$ cat config.mk
export PLATFORM = sky130hd
export DESIGN_NAME = bgr_to_nv21_converter_core_flat
export DESIGN_NICKNAME = d
export VERILOG_FILES = /design/src/rtl/bnv_pkg.sv /design/src/rtl/bnv_pixel_if.sv /design/src/rtl/bnv_sample_if.sv /design/src/rtl/bgr_to_nv21_converter_core.sv /design/src/flat_wrapper.sv
export SDC_FILE = /design/constraint.sdc
export NUM_CORES = 2
export LEC_CHECK = 0
export ABC_CLOCK_PERIOD_IN_PS = 13910
export BUFFER_PORTS_ARGS = -buffer_cell sky130_fd_sc_hd__buf_4
export CAP_MARGIN = 20
export CORE_MARGIN = 5
export CORE_UTILIZATION = 33
export CTS_CLUSTER_SIZE = 14
export DETAILED_ROUTE_END_ITERATION = 7
export SLEW_MARGIN = 0
export SYNTH_ARGS = -nofsm -noshare
export SYNTH_HDL_FRONTEND = slang
export SYNTH_SLANG_ARGS = --single-unit
export TNS_END_PERCENT = 30
$ cat constraint.sdc
create_clock -name clk -period 13.91 [get_ports clk]
set_input_delay 2.0865 -clock clk [delete_from_list [all_inputs] [get_ports clk]]
set_output_delay 2.0865 -clock clk [all_outputs]
set_load 0.01 [all_outputs]
$ cat src/rtl/bnv_pkg.sv
// Shared constants, codes and types of the BGR to NV21 converter.
package bnv_pkg;

  localparam int COMP_W       = 8;
  localparam int BYTE_W       = 8;
  localparam int DIM_W        = 13;
  localparam int COEF_W       = 16;
  localparam int CFG_DATA_W   = 16;
  localparam int CFG_INDEX_W  = 3;
  localparam int KIND_W       = 2;
  localparam int BUF_IDX_W    = 25;
  localparam int LUMA_IDX_W   = 24;
  localparam int CHROMA_IDX_W = 23;

  localparam int MAX_WIDTH_DEF  = 4096;
  localparam int MAX_HEIGHT_DEF = 4096;
  localparam int FRAC_BITS_DEF  = 14;

  localparam logic [DIM_W-1:0]  WIDTH_RST       = DIM_W'(640);
  localparam logic [DIM_W-1:0]  HEIGHT_RST      = DIM_W'(480);
  localparam logic [COEF_W-1:0] COEF_B_LUMA_RST = COEF_W'(1868);
  localparam logic [COEF_W-1:0] COEF_G_LUMA_RST = COEF_W'(9617);
  localparam logic [COEF_W-1:0] COEF_R_LUMA_RST = COEF_W'(4899);
  localparam logic [COEF_W-1:0] COEF_B_DIFF_RST = COEF_W'(9241);
  localparam logic [COEF_W-1:0] COEF_R_DIFF_RST = COEF_W'(11682);

  typedef enum logic [CFG_INDEX_W-1:0] {
    REG_IMAGE_WIDTH,
    REG_IMAGE_HEIGHT,
    REG_COEF_BLUE_LUMA,
    REG_COEF_GREEN_LUMA,
    REG_COEF_RED_LUMA,
    REG_COEF_BLUE_DIFF,
    REG_COEF_RED_DIFF
  } cfg_reg_t;

  typedef enum logic [KIND_W-1:0] {
    KIND_LUMA,
    KIND_V,
    KIND_U
  } sample_kind_t;

  typedef struct packed {
    logic                  chroma;
    logic [LUMA_IDX_W-1:0] luma_idx;
    logic [BUF_IDX_W-1:0]  vu_idx;
  } pix_meta_t;

endpackage

$ cat src/rtl/bnv_pixel_if.sv
// Pixel input channel: one BGR pixel per beat.
interface bnv_pixel_if;
  logic                        valid;
  logic                        ready;
  logic [bnv_pkg::COMP_W-1:0]  blue;
  logic [bnv_pkg::COMP_W-1:0]  green;
  logic [bnv_pkg::COMP_W-1:0]  red;

  modport source (output valid, output blue, output green, output red, input ready);
  modport sink   (input valid, input blue, input green, input red, output ready);
endinterface

$ cat src/rtl/bnv_sample_if.sv
// Sample output channel: one NV21 byte with its buffer offset per beat.
interface bnv_sample_if;
  logic                          valid;
  logic                          ready;
  logic [bnv_pkg::KIND_W-1:0]    sample_kind;
  logic [bnv_pkg::BYTE_W-1:0]    sample_value;
  logic [bnv_pkg::BUF_IDX_W-1:0] buffer_index;
  logic                          last_of_pixel;

  modport source (output valid, output sample_kind, output sample_value,
                  output buffer_index, output last_of_pixel, input ready);
  modport sink   (input valid, input sample_kind, input sample_value,
                  input buffer_index, input last_of_pixel, output ready);
endinterface

$ cat src/rtl/bgr_to_nv21_converter_core.sv
// BGR to NV21 converter: the whole datapath, counters and configuration registers.
//
// Usage:
//   pixel_in takes one BGR pixel per beat in raster order. sample_out gives a luma
//   byte for every pixel and, for pixels at an even row and even column, a V byte
//   and then a U byte; each beat carries its offset in the NV21 buffer and
//   last_of_pixel flags the final beat of a pixel.
//   The user writes configuration (cfg_write/cfg_index/cfg_data) while the block is idle;
//   the block does not enforce this. With an odd or out-of-range width or height,
//   pixels are taken and dropped.
// Timing:
//   Three register stages (input, luma, chroma/result); the luma beat of a pixel is
//   offered once the pixel reaches the result register. A pixel is taken every cycle
//   while the stages ahead are free; the result register emits one beat per cycle
//   while sample_out.ready is high, holding a chroma pixel for its luma, V and U beats
//   and a luma-only pixel for its luma beat alone, so the single output port sets the pace.
// Reset and stalls:
//   rst clears the counters and buffer offsets and restores the default geometry
//   (640x480) and coefficients. While sample_out is stalled the result register
//   holds; the two earlier stages still fill, then pixel_in.ready drops.
module bgr_to_nv21_converter_core #(
  parameter int MAX_WIDTH  = bnv_pkg::MAX_WIDTH_DEF,
  parameter int MAX_HEIGHT = bnv_pkg::MAX_HEIGHT_DEF,
  parameter int FRAC_BITS  = bnv_pkg::FRAC_BITS_DEF
) (
  input  logic                             clk,
  input  logic                             rst,
  input  logic                             cfg_write,
  input  logic [bnv_pkg::CFG_INDEX_W-1:0]  cfg_index,
  input  logic [bnv_pkg::CFG_DATA_W-1:0]   cfg_data,
  bnv_pixel_if.sink                        pixel_in,
  bnv_sample_if.source                     sample_out
);

  localparam int COL_W  = $clog2(MAX_WIDTH);
  localparam int ROW_W  = $clog2(MAX_HEIGHT);
  localparam int PROD_W = bnv_pkg::COMP_W + bnv_pkg::COEF_W;
  localparam int SUM_W  = PROD_W + 2;
  localparam int LUMA_W = SUM_W - FRAC_BITS;
  localparam int DIFF_W = LUMA_W + 1;
  localparam int CH_W   = DIFF_W + bnv_pkg::COEF_W + 2;
  localparam int DW     = bnv_pkg::DIM_W;
  localparam int BW     = bnv_pkg::BYTE_W;
  localparam int IW     = bnv_pkg::BUF_IDX_W;

  localparam logic signed [CH_W-1:0] CH_OFFSET = CH_W'(128) <<< FRAC_BITS;

  // configuration
  logic [DW-1:0]                  image_width;
  logic [DW-1:0]                  image_height;
  logic [bnv_pkg::COEF_W-1:0]     coef_blue_luma;
  logic [bnv_pkg::COEF_W-1:0]     coef_green_luma;
  logic [bnv_pkg::COEF_W-1:0]     coef_red_luma;
  logic [bnv_pkg::COEF_W-1:0]     coef_blue_diff;
  logic [bnv_pkg::COEF_W-1:0]     coef_red_diff;

  logic                           geom_ok;
  logic [IW-1:0]                  plane;
  logic [2*DW-1:0]                area;

  // raster position
  logic [COL_W-1:0]                    col_count;
  logic [ROW_W-1:0]                    row_count;
  logic [bnv_pkg::LUMA_IDX_W-1:0]      luma_index;
  logic [bnv_pkg::CHROMA_IDX_W-1:0]    chroma_index;
  logic                                col_end;
  logic                                row_end;
  logic                                frame_end;
  logic                                chroma_here;

  // pipeline
  logic                           in_fire;
  logic                           take;
  logic                           a_free;
  logic                           b_free;
  logic                           c_free;
  logic                           out_fire;
  logic                           out_last;

  logic                           a_v;
  logic [bnv_pkg::COMP_W-1:0]     a_b;
  logic [bnv_pkg::COMP_W-1:0]     a_g;
  logic [bnv_pkg::COMP_W-1:0]     a_r;
  bnv_pkg::pix_meta_t             a_meta;

  logic [SUM_W-1:0]               luma_sum;
  logic [LUMA_W-1:0]              luma_full;

  logic                           b_v;
  logic [LUMA_W-1:0]              b_luma;
  logic [BW-1:0]                  b_y;
  logic [bnv_pkg::COMP_W-1:0]     b_b;
  logic [bnv_pkg::COMP_W-1:0]     b_r;
  bnv_pkg::pix_meta_t             b_meta;

  logic signed [DIFF_W-1:0]       diff_v;
  logic signed [DIFF_W-1:0]       diff_u;
  logic signed [bnv_pkg::COEF_W:0] coef_vs;
  logic signed [bnv_pkg::COEF_W:0] coef_us;
  logic signed [CH_W-1:0]         sum_v;
  logic signed [CH_W-1:0]         sum_u;

  logic                           c_v;
  logic [BW-1:0]                  c_y;
  logic [BW-1:0]                  c_vb;
  logic [BW-1:0]                  c_ub;
  bnv_pkg::pix_meta_t             c_meta;
  bnv_pkg::sample_kind_t          c_beat;
  bnv_pkg::sample_kind_t          c_beat_next;

  function automatic logic [BW-1:0] clamp_chroma(input logic signed [CH_W-1:0] s);
    logic [CH_W-2-FRAC_BITS:0] hi;
    hi = s[CH_W-2:FRAC_BITS];
    if (s[CH_W-1]) begin
      return '0;
    end else if (|hi[CH_W-2-FRAC_BITS:BW]) begin
      return '1;
    end
    return hi[BW-1:0];
  endfunction

  // ---------------------------------------------------------------- config
  always_ff @(posedge clk) begin
    if (rst) begin
      image_width     <= bnv_pkg::WIDTH_RST;
      image_height    <= bnv_pkg::HEIGHT_RST;
      coef_blue_luma  <= bnv_pkg::COEF_B_LUMA_RST;
      coef_green_luma <= bnv_pkg::COEF_G_LUMA_RST;
      coef_red_luma   <= bnv_pkg::COEF_R_LUMA_RST;
      coef_blue_diff  <= bnv_pkg::COEF_B_DIFF_RST;
      coef_red_diff   <= bnv_pkg::COEF_R_DIFF_RST;
    end else if (cfg_write) begin
      unique case (bnv_pkg::cfg_reg_t'(cfg_index))
        bnv_pkg::REG_IMAGE_WIDTH:     image_width     <= cfg_data[DW-1:0];
        bnv_pkg::REG_IMAGE_HEIGHT:    image_height    <= cfg_data[DW-1:0];
        bnv_pkg::REG_COEF_BLUE_LUMA:  coef_blue_luma  <= cfg_data;
        bnv_pkg::REG_COEF_GREEN_LUMA: coef_green_luma <= cfg_data;
        bnv_pkg::REG_COEF_RED_LUMA:   coef_red_luma   <= cfg_data;
        bnv_pkg::REG_COEF_BLUE_DIFF:  coef_blue_diff  <= cfg_data;
        bnv_pkg::REG_COEF_RED_DIFF:   coef_red_diff   <= cfg_data;
        default: ;
      endcase
    end
  end

  // geometry check and chroma plane base come straight from the registers
  assign area    = image_width * image_height;
  assign plane   = area[IW-1:0];
  assign geom_ok = !image_width[0] && !image_height[0] &&
                   (image_width >= DW'(2)) && (image_height >= DW'(2)) &&
                   (32'(image_width) <= MAX_WIDTH) &&
                   (32'(image_height) <= MAX_HEIGHT);

  // ---------------------------------------------------------------- handshake
  assign in_fire         = pixel_in.valid && pixel_in.ready;
  assign take            = in_fire && geom_ok;
  assign c_free          = !c_v || (sample_out.ready && out_last);
  assign b_free          = !b_v || c_free;
  assign a_free          = !a_v || b_free;
  assign pixel_in.ready  = a_free;
  assign out_fire        = c_v && sample_out.ready;

  // ---------------------------------------------------------------- raster position
  assign col_end     = DW'(col_count) >= (image_width - DW'(1));
  assign row_end     = DW'(row_count) >= (image_height - DW'(1));
  assign frame_end   = col_end && row_end;
  assign chroma_here = !row_count[0] && !col_count[0];

  always_ff @(posedge clk) begin
    if (rst) begin
      col_count    <= '0;
      row_count    <= '0;
      luma_index   <= '0;
      chroma_index <= '0;
    end else if (take) begin
      if (col_end) begin
        col_count <= '0;
        if (row_end) begin
          row_count <= '0;
        end else begin
          row_count <= row_count + ROW_W'(1);
        end
      end else begin
        col_count <= col_count + COL_W'(1);
      end
      if (frame_end) begin
        luma_index   <= '0;
        chroma_index <= '0;
      end else begin
        luma_index <= luma_index + bnv_pkg::LUMA_IDX_W'(1);
        if (chroma_here) begin
          chroma_index <= chroma_index + bnv_pkg::CHROMA_IDX_W'(2);
        end
      end
    end
  end

  // ---------------------------------------------------------------- stage A: input
  always_ff @(posedge clk) begin
    if (rst) begin
      a_v <= 1'b0;
    end else if (a_free) begin
      a_v <= take;
    end
  end

  always_ff @(posedge clk) begin
    if (take) begin
      a_b             <= pixel_in.blue;
      a_g             <= pixel_in.green;
      a_r             <= pixel_in.red;
      a_meta.chroma   <= chroma_here;
      a_meta.luma_idx <= luma_index;
      a_meta.vu_idx   <= plane + IW'(chroma_index);
    end
  end

  // ---------------------------------------------------------------- stage B: luma
  assign luma_sum  = a_b * coef_blue_luma + a_g * coef_green_luma + a_r * coef_red_luma;
  assign luma_full = luma_sum[SUM_W-1:FRAC_BITS];

  always_ff @(posedge clk) begin
    if (rst) begin
      b_v <= 1'b0;
    end else if (b_free) begin
      b_v <= a_v;
    end
  end

  always_ff @(posedge clk) begin
    if (a_v && b_free) begin
      b_luma <= luma_full;
      b_y    <= (|luma_full[LUMA_W-1:BW]) ? '1 : luma_full[BW-1:0];
      b_b    <= a_b;
      b_r    <= a_r;
      b_meta <= a_meta;
    end
  end

  // ---------------------------------------------------------------- stage C: chroma, results
  // differences use the unclamped luma
  assign diff_v  = $signed(DIFF_W'(b_r)) - $signed(DIFF_W'(b_luma));
  assign diff_u  = $signed(DIFF_W'(b_b)) - $signed(DIFF_W'(b_luma));
  assign coef_vs = $signed({1'b0, coef_red_diff});
  assign coef_us = $signed({1'b0, coef_blue_diff});
  assign sum_v   = diff_v * coef_vs + CH_OFFSET;
  assign sum_u   = diff_u * coef_us + CH_OFFSET;

  always_ff @(posedge clk) begin
    if (rst) begin
      c_v <= 1'b0;
    end else if (c_free) begin
      c_v <= b_v;
    end
  end

  always_ff @(posedge clk) begin
    if (b_v && c_free) begin
      c_y    <= b_y;
      c_vb   <= clamp_chroma(sum_v);
      c_ub   <= clamp_chroma(sum_u);
      c_meta <= b_meta;
    end
  end

  always_comb begin
    unique case (c_beat)
      bnv_pkg::KIND_LUMA: c_beat_next = bnv_pkg::KIND_V;
      bnv_pkg::KIND_V:    c_beat_next = bnv_pkg::KIND_U;
      default:            c_beat_next = bnv_pkg::KIND_LUMA;
    endcase
  end

  always_ff @(posedge clk) begin
    if (rst) begin
      c_beat <= bnv_pkg::KIND_LUMA;
    end else if (out_fire) begin
      c_beat <= out_last ? bnv_pkg::KIND_LUMA : c_beat_next;
    end
  end

  always_comb begin
    sample_out.valid       = c_v;
    sample_out.sample_kind = c_beat;
    unique case (c_beat)
      bnv_pkg::KIND_V: begin
        sample_out.sample_value = c_vb;
        sample_out.buffer_index = c_meta.vu_idx;
        out_last                = 1'b0;
      end
      bnv_pkg::KIND_U: begin
        // V offset is always even, so U sits at the odd neighbour
        sample_out.sample_value = c_ub;
        sample_out.buffer_index = {c_meta.vu_idx[IW-1:1], 1'b1};
        out_last                = 1'b1;
      end
      default: begin
        sample_out.sample_value = c_y;
        sample_out.buffer_index = IW'(c_meta.luma_idx);
        out_last                = !c_meta.chroma;
      end
    endcase
    sample_out.last_of_pixel = out_last;
  end

`ifndef NO_ASSERTIONS
  chroma_beat_only_on_chroma_pixel: assert property (@(posedge clk) disable iff (rst)
    (c_v && (c_beat != bnv_pkg::KIND_LUMA)) |-> c_meta.chroma)
    else $error("chroma beat on a pixel without chroma");

  bad_geometry_keeps_position: assert property (@(posedge clk) disable iff (rst)
    (in_fire && !geom_ok) |=> ($stable(col_count) && $stable(row_count) &&
                               $stable(luma_index) && $stable(chroma_index)))
    else $error("dropped pixel moved the raster position");

  last_beat_rewinds: assert property (@(posedge clk) disable iff (rst)
    (out_fire && out_last) |=> (c_beat == bnv_pkg::KIND_LUMA))
    else $error("beat counter not rewound after last beat of pixel");

  result_stall_holds_stage: assert property (@(posedge clk) disable iff (rst)
    (c_v && !sample_out.ready) |=> (c_v && $stable(c_beat) && $stable(c_meta)))
    else $error("result stage changed while stalled");
`endif

endmodule
$ cat src/flat_wrapper.sv
// flat-port wrapper written by rule: the top's interface ports become plain ports
module bgr_to_nv21_converter_core_flat 
#(
  parameter int MAX_WIDTH  = bnv_pkg::MAX_WIDTH_DEF,
  parameter int MAX_HEIGHT = bnv_pkg::MAX_HEIGHT_DEF,
  parameter int FRAC_BITS  = bnv_pkg::FRAC_BITS_DEF
)
  (clk, rst, cfg_write, cfg_index, cfg_data, pixel_in_valid, pixel_in_blue, pixel_in_green, pixel_in_red, pixel_in_ready, sample_out_valid, sample_out_sample_kind, sample_out_sample_value, sample_out_buffer_index, sample_out_last_of_pixel, sample_out_ready);
  bnv_pixel_if pixel_in_i ();
  bnv_sample_if sample_out_i ();
  input  logic clk;
  input  logic rst;
  input  logic cfg_write;
  input  logic [bnv_pkg::CFG_INDEX_W-1:0] cfg_index;
  input  logic [bnv_pkg::CFG_DATA_W-1:0] cfg_data;
  input wire logic [$bits(pixel_in_i.valid)-1:0] pixel_in_valid;
  input wire logic [$bits(pixel_in_i.blue)-1:0] pixel_in_blue;
  input wire logic [$bits(pixel_in_i.green)-1:0] pixel_in_green;
  input wire logic [$bits(pixel_in_i.red)-1:0] pixel_in_red;
  output wire logic [$bits(pixel_in_i.ready)-1:0] pixel_in_ready;
  output wire logic [$bits(sample_out_i.valid)-1:0] sample_out_valid;
  output wire logic [$bits(sample_out_i.sample_kind)-1:0] sample_out_sample_kind;
  output wire logic [$bits(sample_out_i.sample_value)-1:0] sample_out_sample_value;
  output wire logic [$bits(sample_out_i.buffer_index)-1:0] sample_out_buffer_index;
  output wire logic [$bits(sample_out_i.last_of_pixel)-1:0] sample_out_last_of_pixel;
  input wire logic [$bits(sample_out_i.ready)-1:0] sample_out_ready;
  assign pixel_in_i.valid = pixel_in_valid;
  assign pixel_in_i.blue = pixel_in_blue;
  assign pixel_in_i.green = pixel_in_green;
  assign pixel_in_i.red = pixel_in_red;
  assign pixel_in_ready = pixel_in_i.ready;
  assign sample_out_valid = sample_out_i.valid;
  assign sample_out_sample_kind = sample_out_i.sample_kind;
  assign sample_out_sample_value = sample_out_i.sample_value;
  assign sample_out_buffer_index = sample_out_i.buffer_index;
  assign sample_out_last_of_pixel = sample_out_i.last_of_pixel;
  assign sample_out_i.ready = sample_out_ready;
  bgr_to_nv21_converter_core #(.MAX_WIDTH(MAX_WIDTH), .MAX_HEIGHT(MAX_HEIGHT), .FRAC_BITS(FRAC_BITS)) u_core (.clk(clk), .rst(rst), .cfg_write(cfg_write), .cfg_index(cfg_index), .cfg_data(cfg_data), .pixel_in(pixel_in_i), .sample_out(sample_out_i));
endmodule
==> impl_metrics.toml <==
[cells_and_area]
regArea_mm2 = 0.0107
layout.nets = 6375
multi_input_area_mm2 = 0.0337
fin_util_pct = 36.3
syn_to_final_growth_pct = 9.06
final.fill_count = 14700
layout-drive-gt1-share_pct = 5.19

[detailed_routing]
num_vias = 33900
vias_per_cell = 4.78
drt_iter0_drc = 1806
wire_per_inst_um = 16.7
ant_nets = 0
dr.pass1.iters = 5
wirelength_um = 119000
drcViolationCount = 0

[sta]
slew_headroom_pct = 31.1
hold_violations = 0
finalSetupViolCount = 0
worstMarginPinSlew_ns = 1.03
fin_skew_ns = 0.0307
finalCritPeriodShare_pct = 78.3
max_freq_mhz = 91.8
setup_tns_ns = 0
rsz0062_at_grt = "no"
finalCriticalPeriod_ns = 10.89
finalMaxSlewViolations = 0

[grt]
grt_pass1_wl_um = 194000
grt_usage_pct = 15.4
grt-ovfl-total = 0
antenna_found_initial = 4
grt_pass1_vias = 35600
grt_max_degree = 76

[yosys]
syn_nets = 6408
ys.flop_type = "edfxtp_1"
synth-async-reset-ratio_pct = 0
avgSynthCellArea_um2 = 9.42
synth-edff-count = 234
ys_types = 86
synth_seq_area_share_pct = 21.9
synthCells = 5158
netlist_area_mm2 = 0.0486
synth_warnings = 0
synth-seq-cells = 415

[place]
place.gp.congestion = 0.841
dp_hpwl_um = 91400
io_buffers = 85

[setup_path]
worstSetupStartpointType = "flip-flop"
end_kind = "flip-flop"
crit_path_max_fanout = 17
critical_path_class = "reg2reg"
arrival_ns = 11.21
cp_slowest_cell = "edfxtp_1"
max_stage_delay_ns = 0.74
cp.required_ns = 14.23
cpMostUsedCell = "fa_1"

[cts]
worstSkewPairLatency_ns = 0.64
ctsHoldBuffers = 0
tritoncts = "built"
cts_buffer_depth = 3
path_clk_slew_ns = 0.07
cts-resized-gates = 0
cts_root_buf = "clkbuf_16"
cts_post_setup_buffers_inserted = 0
cts.sinks = 415
cts_made_buffers = 49
htree_num_levels = 2

[floorplan]
design.die.area_mm2 = 0.155
io_pins = 86
die_w_um = 394
start_util_pct = 33.3
die_h_um = 394
rows = 140
core-area_mm2 = 0.146

[flow_run]
cap_viol_max_count = 0

[outcome]
outcome = "completed"

[min_path]
hp-class = "reg2reg"
==> cell usage in the layout (no fill, tap or decap), types with 27 or more instances in the layout <==
master,synthesis,routed
dfxtp_1,181,181
xnor2_1,98,93
nand3_1,56,56
nand3b_1,41,41
buf_4,1,124
xor2_1,70,67
ha_1,441,441
fa_1,761,761
clkbuf_16,0,49
nor3_1,39,37
inv_1,950,950
nand2b_1,30,30
edfxtp_1,234,234
o21ai_0,68,68
nor2b_1,39,38
and3_1,27,27
and2_1,365,365
a21o_1,47,47
nand2_1,890,890
a21oi_1,163,163
nor2_1,174,174
==> flip-flops by register name, indices dropped and copies added, names as in the netlist, 8 cells and up <==
signal	flops
u_core.c_vb	8
u_core.b_y	8
u_core.c_y	8
u_core.c_meta	50
u_core.coef_blue_luma	16
u_core.coef_green_luma	16
u_core.image_height	13
u_core.luma_index	24
u_core.coef_red_diff	16
u_core.b_meta	50
u_core.c_ub	8
u_core.a_r	8
u_core.coef_blue_diff	16
u_core.b_luma	12
u_core.chroma_index	22
u_core.a_g	8
u_core.coef_red_luma	16
u_core.col_count	12
u_core.a_b	8
u_core.b_b	8
u_core.b_r	8
u_core.row_count	12
u_core.a_meta	50
u_core.image_width	13
==> routing by layer <==
layer | global-route usage (%) | vias up | share of wire, %
li1 | - | 15900 | -
met1 | 21.6 | 17000 | 46
met2 | 25.4 | 764 | 46
met3 | 2.08 | 146 | 5.7
met4 | 3.97 | 2 | 2.4
met5 | 0 | - | 0.011
==> cell type report <==
type                            count  share of cell area (%)
Multi-Input combinational cell   3583                    63.6
Timing Repair Buffer              125                    1.78
Sequential cell                   415                    20.1
Tap cell                         1917                    4.53
Clock buffer                       59                    2.40
Antenna cell                        3                  0.0142
Clock inverter                     33                   0.876
Inverter                          951                    6.74
==> worst max-delay path, delay by kind of cell, from the launching register on <==
kind / cells / cell delay (ns)
adder cells (fa/ha/maj): 12 / 5.40
AO/OA/AOI/OAI: 9 / 2.65
flip-flops: 1 / 0.74
multiplexers: 1 / 0.65
AND/OR/NAND/NOR: 4 / 0.62
buffers and inverters: 7 / 0.39
XOR/XNOR: 1 / 0.15
==> cell usage after synthesis (all sizes together), types with 27 or more instances <==
master	instances	area share [%]
nand2b	30	0.39
inv	951	7.3
dfxtp	181	7.5
ha	441	11
nand3b	41	0.63
edfxtp	234	14
xor2	70	1.3
a21oi	165	1.7
nor3	39	0.40
a21o	48	0.74
fa	761	31
and2	366	4.7
and3	29	0.38
nor2	174	1.3
nor4	27	0.36
nand2	890	6.9
nand3	58	0.62
xnor2	99	1.8
o21ai	73	0.75
nor2b	39	0.50
clkbuf	203	1.6
==> worst paths after layout <==
path                                        start           endpoint  slack (ns)  cells after the start
worst max-delay path                u_core.a_b[1]      u_core.b_y[2]        3.02                     34
worst min-delay path            u_core.b_meta[48]  u_core.c_meta[48]        0.42                      0
worst max register to register      u_core.a_b[1]      u_core.b_y[2]        3.02                     34
worst min register to register  u_core.b_meta[48]  u_core.c_meta[48]        0.42                      0
==> kinds of logic after synthesis <==
family / after synthesis / synth area share, %
AOI/OAI and AO/OA: 421 / 5.51
xor gates and xnor gates: 169 / 3.09
adders and majority gates: 1202 / 42.7
buffers and inverters: 1160 / 8.97
DFF: 415 / 21.9
muxes: 23 / 0.479
other: 1 / 0.00772
and+or+nand+nor: 1767 / 17.3
==> metrics by stage <==
| stage | instances | setup slack [ns] | instance area [um2] | hold slack (ns) |
|---|---|---|---|---|
| floorplan | 5158 | 4.08 | 48600 | 0.400 |
| global placement | 6990 | 3.22 | 51200 | 0.401 |
| detailed placement | 6990 | 2.97 | 51200 | 0.405 |
| CTS | 7082 | 2.90 | 53000 | 0.419 |
| global route | 7083 | 2.32 | 53000 | 0.423 |
| finish | 7086 | 3.02 | 53000 | 0.416 |
Power is not shown: default switching activity piles up to over one toggle a cycle in this logic, so the estimate is an artifact.
